File: src/hw/rtl/bae_pkg.sv
// shared types and constants for the button autorepeat event block
package bae_pkg;

    localparam int NUM_BUTTONS_DEF = 10;
    localparam int TIME_BITS_DEF   = 32;

    localparam int DELAY_W   = 16;
    localparam int APB_ADDR_W = 3;
    localparam int APB_DATA_W = 32;

    localparam logic [DELAY_W-1:0] INITIAL_DELAY_RST = 16'd200;
    localparam logic [DELAY_W-1:0] REPEAT_DELAY_RST  = 16'd100;

    // register index, taken from paddr[2]
    typedef enum logic {
        REG_INITIAL_DELAY = 1'b0,
        REG_REPEAT_DELAY  = 1'b1
    } reg_index_t;

    typedef enum logic [1:0] {
        KIND_PRESS   = 2'd0,
        KIND_REPEAT  = 2'd1,
        KIND_RELEASE = 2'd2
    } event_kind_t;

    // what one lane found for its button in one poll
    typedef struct packed {
        logic        fire;
        event_kind_t kind;
    } lane_evt_t;

    function automatic int idx_width(input int n);
        return (n > 1) ? $clog2(n) : 1;
    endfunction

endpackage

File: src/hw/rtl/bae_if.sv
// poll and event channel interfaces

interface bae_poll_if #(
    parameter int NUM_BUTTONS = bae_pkg::NUM_BUTTONS_DEF,
    parameter int TIME_BITS   = bae_pkg::TIME_BITS_DEF
);
    logic                   valid;
    logic                   ready;
    logic [NUM_BUTTONS-1:0] pressed_mask;
    logic [TIME_BITS-1:0]   time_now;

    modport source (output valid, output pressed_mask, output time_now, input ready);
    modport sink   (input valid, input pressed_mask, input time_now, output ready);
endinterface

interface bae_event_if #(
    parameter int NUM_BUTTONS = bae_pkg::NUM_BUTTONS_DEF
);
    localparam int IDX_W = bae_pkg::idx_width(NUM_BUTTONS);

    logic             valid;
    logic             ready;
    logic [IDX_W-1:0] button_index;
    logic [1:0]       event_kind;
    logic             last_event;

    modport source (output valid, output button_index, output event_kind,
                    output last_event, input ready);
    modport sink   (input valid, input button_index, input event_kind,
                    input last_event, output ready);
endinterface

File: src/hw/rtl/bae_cfg.sv
// apb register file for the two delay settings
module bae_cfg (
    input  logic                                clk,
    input  logic                                rst_n,
    input  logic                                psel,
    input  logic                                penable,
    input  logic                                pwrite,
    input  logic [bae_pkg::APB_ADDR_W-1:0]      paddr,
    input  logic [bae_pkg::APB_DATA_W-1:0]      pwdata,
    output logic [bae_pkg::APB_DATA_W-1:0]      prdata,
    output logic                                pready,
    output logic [bae_pkg::DELAY_W-1:0]         initial_delay,
    output logic [bae_pkg::DELAY_W-1:0]         repeat_delay
);

    logic [bae_pkg::DELAY_W-1:0] initial_delay_reg;
    logic [bae_pkg::DELAY_W-1:0] repeat_delay_reg;
    logic                        wr_en;
    bae_pkg::reg_index_t         reg_sel;

    assign pready  = 1'b1;
    assign wr_en   = psel && penable && pwrite && pready;
    assign reg_sel = bae_pkg::reg_index_t'(paddr[2]);

    always_ff @(posedge clk or negedge rst_n)
    begin
        if (!rst_n)
        begin
            initial_delay_reg <= bae_pkg::INITIAL_DELAY_RST;
            repeat_delay_reg  <= bae_pkg::REPEAT_DELAY_RST;
        end
        else if (wr_en)
        begin
            unique case (reg_sel)
                bae_pkg::REG_INITIAL_DELAY: initial_delay_reg <= pwdata[bae_pkg::DELAY_W-1:0];
                bae_pkg::REG_REPEAT_DELAY:  repeat_delay_reg  <= pwdata[bae_pkg::DELAY_W-1:0];
                default:                    ;
            endcase
        end
    end

    always_comb
    begin
        unique case (reg_sel)
            bae_pkg::REG_INITIAL_DELAY:
                prdata = bae_pkg::APB_DATA_W'(initial_delay_reg);
            bae_pkg::REG_REPEAT_DELAY:
                prdata = bae_pkg::APB_DATA_W'(repeat_delay_reg);
            default:
                prdata = '0;
        endcase
    end

    assign initial_delay = initial_delay_reg;
    assign repeat_delay  = repeat_delay_reg;

endmodule

File: src/hw/rtl/bae_lane.sv
// one button: edge detect, repeat deadline and its wrap-safe compare
module bae_lane #(
    parameter int TIME_BITS = bae_pkg::TIME_BITS_DEF
) (
    input  logic                        clk,
    input  logic                        rst_n,
    input  logic                        eval,
    input  logic                        is_down,
    input  logic                        was_down,
    input  logic [TIME_BITS-1:0]        now,
    input  logic [bae_pkg::DELAY_W-1:0] initial_delay,
    input  logic [bae_pkg::DELAY_W-1:0] repeat_delay,
    output bae_pkg::lane_evt_t          result
);

    logic [TIME_BITS-1:0] deadline_reg;
    logic [TIME_BITS-1:0] deadline_next;
    logic [TIME_BITS-1:0] diff;
    logic                 reached;

    // reached when now - deadline reads as non-negative
    assign diff    = now - deadline_reg;
    assign reached = !diff[TIME_BITS-1];

    always_comb
    begin
        result.fire   = 1'b0;
        result.kind   = bae_pkg::KIND_PRESS;
        deadline_next = deadline_reg;
        if (is_down && !was_down)
        begin
            result.fire   = 1'b1;
            result.kind   = bae_pkg::KIND_PRESS;
            deadline_next = now + TIME_BITS'(initial_delay);
        end
        else if (is_down && reached)
        begin
            result.fire   = 1'b1;
            result.kind   = bae_pkg::KIND_REPEAT;
            deadline_next = now + TIME_BITS'(repeat_delay);
        end
        else if (!is_down && was_down)
        begin
            result.fire = 1'b1;
            result.kind = bae_pkg::KIND_RELEASE;
        end
    end

    always_ff @(posedge clk or negedge rst_n)
    begin
        if (!rst_n)
        begin
            deadline_reg <= '0;
        end
        else if (eval)
        begin
            deadline_reg <= deadline_next;
        end
    end

endmodule

File: src/hw/rtl/bae_merge.sv
// collects lane events and sends them out one beat at a time in index order
module bae_merge #(
    parameter int NUM_BUTTONS = bae_pkg::NUM_BUTTONS_DEF
) (
    input  logic                                   clk,
    input  logic                                   rst_n,
    input  logic                                   eval,
    input  bae_pkg::lane_evt_t [NUM_BUTTONS-1:0]   lane_res,
    bae_event_if.source                            events,
    output logic                                   idle
);

    localparam int IDX_W = bae_pkg::idx_width(NUM_BUTTONS);

    logic [NUM_BUTTONS-1:0]    pending_reg;
    logic [NUM_BUTTONS-1:0]    pending_next;
    bae_pkg::event_kind_t      kind_reg [NUM_BUTTONS];
    logic [NUM_BUTTONS-1:0]    sel_onehot;
    logic [IDX_W-1:0]          sel_idx;
    logic                      found;
    logic                      load;

    logic                      out_valid_reg;
    logic [IDX_W-1:0]          out_index_reg;
    bae_pkg::event_kind_t      out_kind_reg;
    logic                      out_last_reg;

    // lowest pending button goes next
    always_comb
    begin
        sel_onehot = '0;
        sel_idx    = '0;
        found      = 1'b0;
        for (int i = 0; i < NUM_BUTTONS; i++)
        begin
            if (!found && pending_reg[i])
            begin
                sel_onehot[i] = 1'b1;
                sel_idx       = IDX_W'(i);
                found         = 1'b1;
            end
        end
    end

    assign load = found && (!out_valid_reg || events.ready);

    always_comb
    begin
        pending_next = pending_reg;
        if (eval)
        begin
            for (int i = 0; i < NUM_BUTTONS; i++)
            begin
                pending_next[i] = lane_res[i].fire;
            end
        end
        else if (load)
        begin
            pending_next = pending_reg & ~sel_onehot;
        end
    end

    always_ff @(posedge clk or negedge rst_n)
    begin
        if (!rst_n)
        begin
            pending_reg   <= '0;
            out_valid_reg <= 1'b0;
        end
        else
        begin
            pending_reg <= pending_next;
            if (load)
            begin
                out_valid_reg <= 1'b1;
            end
            else if (events.ready)
            begin
                out_valid_reg <= 1'b0;
            end
        end
    end

    always_ff @(posedge clk)
    begin
        if (eval)
        begin
            for (int i = 0; i < NUM_BUTTONS; i++)
            begin
                kind_reg[i] <= lane_res[i].kind;
            end
        end
        if (load)
        begin
            out_index_reg <= sel_idx;
            out_kind_reg  <= kind_reg[sel_idx];
            out_last_reg  <= ((pending_reg & ~sel_onehot) == '0);
        end
    end

    assign events.valid        = out_valid_reg;
    assign events.button_index = out_index_reg;
    assign events.event_kind   = out_kind_reg;
    assign events.last_event   = out_last_reg;
    assign idle                = (pending_reg == '0);

endmodule

File: src/hw/rtl/button_autorepeat_events.sv
// button autorepeat event generator, top level
// poll channel: one beat per poll of the panel, a pressed-button mask and a
// free-running tick count. events channel: one beat per event, in button
// index order, with last_event set on the final beat of a poll; a poll that
// yields no event produces no beat at all.
// registers on the apb port: initial_delay at 0x0, repeat_delay at 0x4.
// each button has its own lane that compares against its repeat deadline;
// all lanes evaluate in the cycle after the poll is taken, then a merge
// stage serializes the events through an output register.
// a taken poll is registered, the lanes evaluate it into the pending events
// of the merge stage, and each event then moves into the output register.
// the merge stage sends one event per cycle while the events channel does
// not stall; the next poll is taken once the last event of the previous poll
// sits in the output register. a stall on the events channel holds that
// register and the pending events; poll ready stays low until those events drain.
// reset clears the previous mask, all deadlines and the pipeline, and loads
// the delays with 200 and 100 ticks.
module button_autorepeat_events #(
    parameter int NUM_BUTTONS = bae_pkg::NUM_BUTTONS_DEF,
    parameter int TIME_BITS   = bae_pkg::TIME_BITS_DEF
) (
    input  logic                              clk,
    input  logic                              rst_n,
    bae_poll_if.sink                          poll,
    bae_event_if.source                       events,
    input  logic                              psel,
    input  logic                              penable,
    input  logic                              pwrite,
    input  logic [bae_pkg::APB_ADDR_W-1:0]    paddr,
    input  logic [bae_pkg::APB_DATA_W-1:0]    pwdata,
    output logic [bae_pkg::APB_DATA_W-1:0]    prdata,
    output logic                              pready
);

    logic [bae_pkg::DELAY_W-1:0]          initial_delay;
    logic [bae_pkg::DELAY_W-1:0]          repeat_delay;

    logic                                 eval_reg;
    logic [NUM_BUTTONS-1:0]               mask_reg;
    logic [TIME_BITS-1:0]                 time_reg;
    logic [NUM_BUTTONS-1:0]               prev_mask_reg;
    logic                                 merge_idle;
    logic                                 poll_accept;
    bae_pkg::lane_evt_t [NUM_BUTTONS-1:0] lane_res;

    bae_cfg u_cfg (
        .clk           (clk),
        .rst_n         (rst_n),
        .psel          (psel),
        .penable       (penable),
        .pwrite        (pwrite),
        .paddr         (paddr),
        .pwdata        (pwdata),
        .prdata        (prdata),
        .pready        (pready),
        .initial_delay (initial_delay),
        .repeat_delay  (repeat_delay)
    );

    assign poll.ready  = !eval_reg && merge_idle;
    assign poll_accept = poll.valid && poll.ready;

    always_ff @(posedge clk or negedge rst_n)
    begin
        if (!rst_n)
        begin
            eval_reg      <= 1'b0;
            prev_mask_reg <= '0;
        end
        else
        begin
            eval_reg <= poll_accept;
            if (eval_reg)
            begin
                prev_mask_reg <= mask_reg;
            end
        end
    end

    always_ff @(posedge clk)
    begin
        if (poll_accept)
        begin
            mask_reg <= poll.pressed_mask;
            time_reg <= poll.time_now;
        end
    end

    for (genvar g = 0; g < NUM_BUTTONS; g++)
    begin : g_lane
        bae_lane #(
            .TIME_BITS (TIME_BITS)
        ) u_lane (
            .clk           (clk),
            .rst_n         (rst_n),
            .eval          (eval_reg),
            .is_down       (mask_reg[g]),
            .was_down      (prev_mask_reg[g]),
            .now           (time_reg),
            .initial_delay (initial_delay),
            .repeat_delay  (repeat_delay),
            .result        (lane_res[g])
        );
    end

    bae_merge #(
        .NUM_BUTTONS (NUM_BUTTONS)
    ) u_merge (
        .clk      (clk),
        .rst_n    (rst_n),
        .eval     (eval_reg),
        .lane_res (lane_res),
        .events   (events),
        .idle     (merge_idle)
    );

endmodule

File: src/flat_wrapper.sv
// flat-port wrapper written by rule: the top's interface ports become plain ports
module button_autorepeat_events_flat 
#(
    parameter int NUM_BUTTONS = bae_pkg::NUM_BUTTONS_DEF,
    parameter int TIME_BITS   = bae_pkg::TIME_BITS_DEF
)
  (clk, rst_n, psel, penable, pwrite, paddr, pwdata, prdata, pready, poll_valid, poll_pressed_mask, poll_time_now, poll_ready, events_valid, events_button_index, events_event_kind, events_last_event, events_ready);
  bae_poll_if #(.NUM_BUTTONS(NUM_BUTTONS), .TIME_BITS(TIME_BITS)) poll_i ();
  bae_event_if #(.NUM_BUTTONS(NUM_BUTTONS)) events_i ();
  input  logic clk;
  input  logic rst_n;
  input  logic psel;
  input  logic penable;
  input  logic pwrite;
  input  logic [bae_pkg::APB_ADDR_W-1:0] paddr;
  input  logic [bae_pkg::APB_DATA_W-1:0] pwdata;
  output logic [bae_pkg::APB_DATA_W-1:0] prdata;
  output logic pready;
  input wire logic [$bits(poll_i.valid)-1:0] poll_valid;
  input wire logic [$bits(poll_i.pressed_mask)-1:0] poll_pressed_mask;
  input wire logic [$bits(poll_i.time_now)-1:0] poll_time_now;
  output wire logic [$bits(poll_i.ready)-1:0] poll_ready;
  output wire logic [$bits(events_i.valid)-1:0] events_valid;
  output wire logic [$bits(events_i.button_index)-1:0] events_button_index;
  output wire logic [$bits(events_i.event_kind)-1:0] events_event_kind;
  output wire logic [$bits(events_i.last_event)-1:0] events_last_event;
  input wire logic [$bits(events_i.ready)-1:0] events_ready;
  assign poll_i.valid = poll_valid;
  assign poll_i.pressed_mask = poll_pressed_mask;
  assign poll_i.time_now = poll_time_now;
  assign poll_ready = poll_i.ready;
  assign events_valid = events_i.valid;
  assign events_button_index = events_i.button_index;
  assign events_event_kind = events_i.event_kind;
  assign events_last_event = events_i.last_event;
  assign events_i.ready = events_ready;
  button_autorepeat_events #(.NUM_BUTTONS(NUM_BUTTONS), .TIME_BITS(TIME_BITS)) u_core (.clk(clk), .rst_n(rst_n), .poll(poll_i), .events(events_i), .psel(psel), .penable(penable), .pwrite(pwrite), .paddr(paddr), .pwdata(pwdata), .prdata(prdata), .pready(pready));
endmodule
File: config.mk
export PLATFORM = sky130hd
export DESIGN_NAME = button_autorepeat_events_flat
export DESIGN_NICKNAME = d
export VERILOG_FILES = /design/src/hw/rtl/bae_pkg.sv /design/src/hw/rtl/bae_if.sv /design/src/hw/rtl/bae_cfg.sv /design/src/hw/rtl/bae_lane.sv /design/src/hw/rtl/bae_merge.sv /design/src/hw/rtl/button_autorepeat_events.sv /design/src/flat_wrapper.sv
export SDC_FILE = /design/constraint.sdc
export NUM_CORES = 1
export LEC_CHECK = 0
export BUFFER_PORTS_ARGS = -buffer_cell sky130_fd_sc_hd__buf_2
export CORE_UTILIZATION = 63
export DETAILED_ROUTE_END_ITERATION = 8
export GPL_ROUTABILITY_DRIVEN = 0
export PLACE_DENSITY = 0.84
export SYNTH_ARGS = -nofsm -noshare
export SYNTH_HDL_FRONTEND = slang
export SYNTH_HIERARCHICAL = 1
export SYNTH_SLANG_ARGS = --single-unit
File: constraint.sdc
create_clock -name clk -period 8.8 [get_ports clk]
set_clock_uncertainty 0.1 [all_clocks]
set_input_delay 0.88 -clock clk [delete_from_list [all_inputs] [get_ports clk]]
set_output_delay 0.88 -clock clk [all_outputs]
set_load 0.02 [all_outputs]
==> reports/results.tsv, run 1 <==
metric	value	unit
outcome	finished, final reports clean	
clk-insertion-delay-late	0.62	ns
grt_setup_unrepaired	no	
synth-seq-cells	443	
synthesis.area	0.0385	mm2
synth_ff_type	dfrtp_1	
yosys-top-cells-count	460 x ha_1, 429 x inv_1, 368 x dfrtp_1	
cts_resized	0	
syn_area_per_cell	9.48	um2
rows	90	
drive_above_1_share	0.137	
hold_viol	0	
crit_path_frequent_cell	buf_4	
hp-class	in -> async	
required	9.20	ns
cts-root-buf	clkbuf_16	
ir_worst_vdd	0.311	mV
clk_pin_slew	0.06	ns
dieWidth	249	um
synth.area.top_cells	dfrtp_1 24%, ha_1 15%, mux2_2 6.4%, mux2i_1 5.4%, edfxtp_1 5.4%	
netlist-cell-type-count	90	
max_stage_delay	0.67	ns
path_cells	buf_4 > buf_4 > ha_1 > a21oi_1 > o21a_1 > o22ai_1 > a211o_1 > a31oi_1 > and3_4 > mux2_2	
wl_per_cell	21.8	um
cts_buffers	51	
synth_cells	4064	
cts_tree	yes	
synthMostInstantiatedCell	ha_1	
leakage	18.6	nW
worstPathMaxFanout	57	
dp_hpwl	72400	um
post_cts_buffers	0	
critPathKind	reg -> reg	
coreArea	0.0604	mm2
overflow	0	
r2r_cells	10	
r2r-end	u_core/g_lane[1].u_lane/deadline_reg[0]	
regToRegStartpoint	u_core/time_reg[16]	
ys_seq_area_frac	0.297	
cts_max_path_buffers	3	
port_buffers	90	
drt-pass1-iter-count	7	
netlist.area_leader.share	0.239	
largest_register_ffs	320	
synth_mux_area_frac	0.137	
die_y	249	um
synth_top_family_by_area	compound AO/OA/AOI/OAI gates	
cts_hold_buffers	0	
cellPowerDensity	369	mW/mm2
crit_path_end_kind	flip-flop	
synth_edf_count	69	
htree_levels	2	
nNetsFinal	4691	
synthXorXnorAreaFrac	0.0544	
cts.sinks	443	
postRouteAntennaNets	0	
max_freq	0.224	GHz
synth_compound_area_frac	0.171	
drtIter0Drc	2807	
cap_violations	0	
placedCellCount	4866	
grt_use_total	0.343	
synthArstFlopShare	0.844	
area_delta_synth_final	7.28	%
antenna_found_initial	1	
worstMarginPinSlew	1.12	ns
synth_fa_ha_area_frac	0.155	
finalSetupViolCount	0	
n_fill_cell	4571	
instances_no_fill	4962	
viasPerCell	6.61	
fin_setup_tns	0	ns
grt_max_degree	142	
vias	32800	
grt_pass1_vias	32500	
yosys_warnings	6	
slew_headroom	0.243	
die-area	0.0621	mm2
fin_crit_sh	0.507	
critPathArrivalTime	4.86	ns
ios	126	
start_util	0.638	
yosysTopAreaCell	dfrtp_1	
grt_pass1_wl	170000	um
r2r_setup_slack	4.34	ns
drv_slew	0	
min_period	4.46	ns
yosys.area_share.simple	0.120	
critPathLaunchType	flip-flop	
routed_wl	108000	um
slowest_stage	and3_4	
drc	0	
-- cell type report --
type	instances	area, um2	area share
Antenna cell	1	2.50	0.0000606
Clock buffer	63	1410	0.0342
Clock inverter	32	375	0.00909
Inverter	430	1610	0.0391
Multi-Input combinational cell	3069	24600	0.596
Sequential cell	443	11400	0.277
Tap cell	782	978	0.0237
Timing Repair Buffer	142	863	0.0209
-- routing by layer --
metal / part of all wire / vias up / GRT usage
met2: 0.46 / 1538 / 0.568
li1: - / 15000 / -
met3: 0.085 / 453 / 0.0528
met5: 0 / - / 0
met4: 0.064 / 0 / 0.218
met1: 0.39 / 15700 / 0.419
-- kinds of logic after synthesis --
family / Yosys count
compound gates: 1003
simple gates: 860
buf+inv: 567
mux: 477
fa+ha+maj: 473
flops: 443
xor+xnor: 239
other cells: 2
-- placed cells by master (no fill, tap or decap), types with 31 or more instances in the layout --
| cell type | synthesis | routed |
|---|---|---|
| o211ai_1 | 51 | 51 |
| xor2_1 | 151 | 151 |
| mux2_4 | 48 | 48 |
| or3_1 | 42 | 42 |
| buf_2 | 11 | 89 |
| dfrtp_1 | 368 | 367 |
| and3_1 | 42 | 42 |
| a211oi_1 | 31 | 31 |
| o31ai_1 | 45 | 45 |
| inv_1 | 429 | 429 |
| ha_1 | 460 | 460 |
| nand3_1 | 93 | 93 |
| mux2_2 | 219 | 219 |
| nand2b_1 | 34 | 34 |
| o21ai_0 | 162 | 162 |
| nor3_1 | 47 | 47 |
| nor2_1 | 155 | 155 |
| buf_4 | 25 | 51 |
| a21oi_1 | 254 | 254 |
| a31oi_1 | 159 | 159 |
| xnor2_1 | 88 | 88 |
| edfxtp_1 | 69 | 69 |
| clkbuf_16 | 0 | 53 |
| nand2_1 | 193 | 193 |
| nor2b_1 | 42 | 42 |
| nand4_1 | 94 | 94 |
| mux2i_1 | 208 | 208 |
| a21o_1 | 91 | 91 |
-- power breakdown --
part           switching, mW  internal (mW)  leakage (nW)
clock network          0.925           1.37         0.875
registers              0.627           2.99          5.21
logic                   5.47           3.85          12.6
-- worst max-delay path by stage --
stage                                       start  cells past startpoint                                       end  slack [ns]
after detailed placement      u_core/time_reg[16]                     10   u_core/g_lane[8].u_lane/deadline_reg[0]        4.49
final                         u_core/time_reg[16]                     10   u_core/g_lane[1].u_lane/deadline_reg[0]        4.34
after global routing          u_core/time_reg[16]                     10   u_core/g_lane[6].u_lane/deadline_reg[0]        4.22
after floorplan           u_core/prev_mask_reg[2]                     15  u_core/g_lane[2].u_lane/deadline_reg[24]        5.06
after CTS                     u_core/time_reg[16]                     10   u_core/g_lane[8].u_lane/deadline_reg[0]        4.48
after global placement        u_core/time_reg[16]                     10   u_core/g_lane[8].u_lane/deadline_reg[0]        4.57
-- worst max-delay path, delay by kind of cell (launching register included) --
family / cells / cell delay [ns]
AO/OA/AOI/OAI: 5 / 1.35
adder cells (fa/ha/maj): 1 / 0.37
buffers and inverters: 2 / 1.02
flip-flops: 1 / 0.34
multiplexers: 1 / 0.39
AND/OR/NAND/NOR: 1 / 0.67
-- per-stage QoR --
| step | area, um2 | util | total power, mW | hold WS, ns | worst slack [ns] |
|---|---|---|---|---|---|
| 2_1_floorplan | 38600 | - | 10.5 | 0.371 | 5.06 |
| 3_3_place_gp | 39500 | 0.655 | 12.3 | 0.382 | 4.57 |
| 3_5_place_dp | 39500 | 0.655 | 12.7 | 0.386 | 4.49 |
| 4_1_cts | 41300 | 0.684 | 15.1 | 0.187 | 4.48 |
| 5_1_grt | 41300 | 0.684 | 16.4 | 0.230 | 4.22 |
| 6_report | 41300 | 0.684 | 15.2 | 0.170 | 4.34 |
Note: power is estimated with default switching activity, not from simulation.
==> run 2, diff against run 1 <==
==> constraint.sdc (replaced) <==
create_clock -name clk -period 4.3 [get_ports clk]
set_clock_uncertainty 0.1 [all_clocks]
set_input_delay 0.43 -clock clk [delete_from_list [all_inputs] [get_ports clk]]
set_output_delay 0.43 -clock clk [all_outputs]
set_load 0.02 [all_outputs]
==> reports/results.tsv, run 2 (same netlist as run 1, synthesis figures left out) <==
metric	value	unit	change
final_common_cell	ha_1		
required	4.74	ns	-4.46 ns
ir_worst_vdd	0.511	mV	+64%
cts-root-buf	clkbuf_16		
cts_buffers	53		+3.9%
worstPathMaxFanout	16		-72%
use_met2	0.579		+0.0110
r2r_setup_slack	0.19	ns	-4.14 ns
area_delta_synth_final	11.5	%	
routed_wl	109000	um	+0.93%
max_freq	0.244	GHz	+8.7%
leakage	19.5	nW	+4.5%
vias	33300		+1.6%
dp_hpwl	76500	um	+5.7%
drc	0		unchanged
htree_levels	2		unchanged
layout_common_cells	460 x ha_1, 429 x inv_1, 367 x dfrtp_1, 253 x a21oi_1, 219 x mux2_2		
critPathArrivalTime	4.54	ns	-0.32 ns
antennaDiodeCount	0		-1
finalSetupViolCount	0		unchanged
clk_pin_slew	0.06	ns	about the same
postRouteAntennaNets	0		unchanged
ios	126		unchanged
grt_pass1_wl	173000	um	+1.7%
antenna_found_initial	0		-1
grt_pass1_vias	33500		+3.1%
drv_slew	0		unchanged
drtIter0Drc	2854		+1.7%
die_y	249	um	unchanged
largest_register_ffs	320		unchanged
coreArea	0.0604	mm2	unchanged
port_buffers	90		unchanged
fin_setup_tns	0	ns	unchanged
critPathLaunchType	flip-flop		
overflow	0		unchanged
grt_setup_unrepaired	no		
grt_use_total	0.346		+0.00296
start_util	0.638		unchanged
viasPerCell	6.50		-1.6%
cts_tree	yes		
post_cts_buffers	0		unchanged
crit_path_end_kind	flip-flop		
wl_per_cell	21.3	um	-2.3%
worstMarginPinSlew	1.27	ns	+0.148 ns
cts.sinks	443		unchanged
min_period	4.11	ns	-0.358 ns
rows	90		unchanged
preCtsSetupSlack	0.210	ns	-4.28 ns
register_area	0.0114	mm2	unchanged
slew_headroom	0.156		-0.0869
grt.busiest_layer	met2		
multi_input_area	0.0246	mm2	about the same
dieWidth	249	um	unchanged
hp-class	in -> reg		
grt_use_met1	0.425		+0.00624
drt-pass1-iter-count	6		-1
cellPowerDensity	745	mW/mm2	+100%
n_fill_cell	4331		-5.3%
hold_viol	0		unchanged
setup_ws	0.193	ns	-4.14 ns
grtUsageMet3	0.0437		-0.00909
drive_above_1_share	0.156		+0.0188
cap_violations	0		unchanged
nNetsFinal	4852		+3.4%
utilization	0.711		+0.0267
clk-insertion-delay-late	0.63	ns	about the same
outcome	finished, final reports clean		
cts_max_path_buffers	3		unchanged
fin_crit_sh	0.955		+0.448
die-area	0.0621	mm2	unchanged
finalPower	32.0	mW	+110%
grt_max_degree	108		-24%
critPathKind	reg -> reg		
## run 2: worst paths after layout
check,startpoint,endpoint,cells past startpoint
worst max-delay path,u_core/mask_reg[5],u_core/g_lane[5].u_lane/deadline_reg[26],13
min in group asynchronous,rst_n,u_core/g_lane[3].u_lane/deadline_reg[4],2
max in group asynchronous,rst_n,u_core/u_merge/events.valid,3
worst max register to register,u_core/mask_reg[5],u_core/g_lane[5].u_lane/deadline_reg[26],13
worst min-delay path,pwdata[12],u_core/u_cfg/initial_delay[12],2
worst min register to register,u_core/g_lane[9].u_lane/deadline_reg[0],u_core/g_lane[9].u_lane/deadline_reg[0],1
## run 2: repair_timing
action,4_1_cts,5_1_grt
endpoints found under the setup margin,0,4
gates resized for setup,0,1
hold endpoints to repair,168,0
hold buffers,58,0
## run 2: layer usage
layer  wire [um]  up-vias
met5           0        -
met4        6910        0
met3        8730      368
met2       51400     1533
met1       42200    16000
li1            -    15400
## run 2: worst max-delay path: stages (launching register included)
cell	delay, ns
edfxtp_1	0.42
nor2b_1	0.26
buf_12	0.20
mux2_2	0.17
ha_1	0.18
inv_1	0.07
fa_1	0.39
nand2b_1	0.19
a21oi_1	0.24
o21ai_1	0.17
o31ai_1	0.57
a21oi_2	0.32
or4_1	0.57
a31oi_1	0.17
## run 2: power breakdown
part | switching (mW) | internal, mW
Sequential | 1.41 | 6.13
Combinational | 11.3 | 8.36
Clock | 1.95 | 2.86
## run 2: area by class of cell
class | instances | share of cell area
repair buffers | 301 | 0.0565
flip-flops and latches | 443 | 0.266
clock buffers | 69 | 0.0347
clock inverters | 30 | 0.00810
inverters | 430 | 0.0376
well taps | 782 | 0.0228
multi-input cells | 3069 | 0.574
## run 2: stage by stage
step           instances  area (um2)  hold WS, ns
2_1_floorplan       4079       38600       0.0344
3_3_place_gp        4967       40500        0.381
3_5_place_dp        4967       40500        0.388
4_1_cts             5124       42900       0.0105
5_1_grt             5124       42900       0.0373
6_report            5124       42900       0.0542
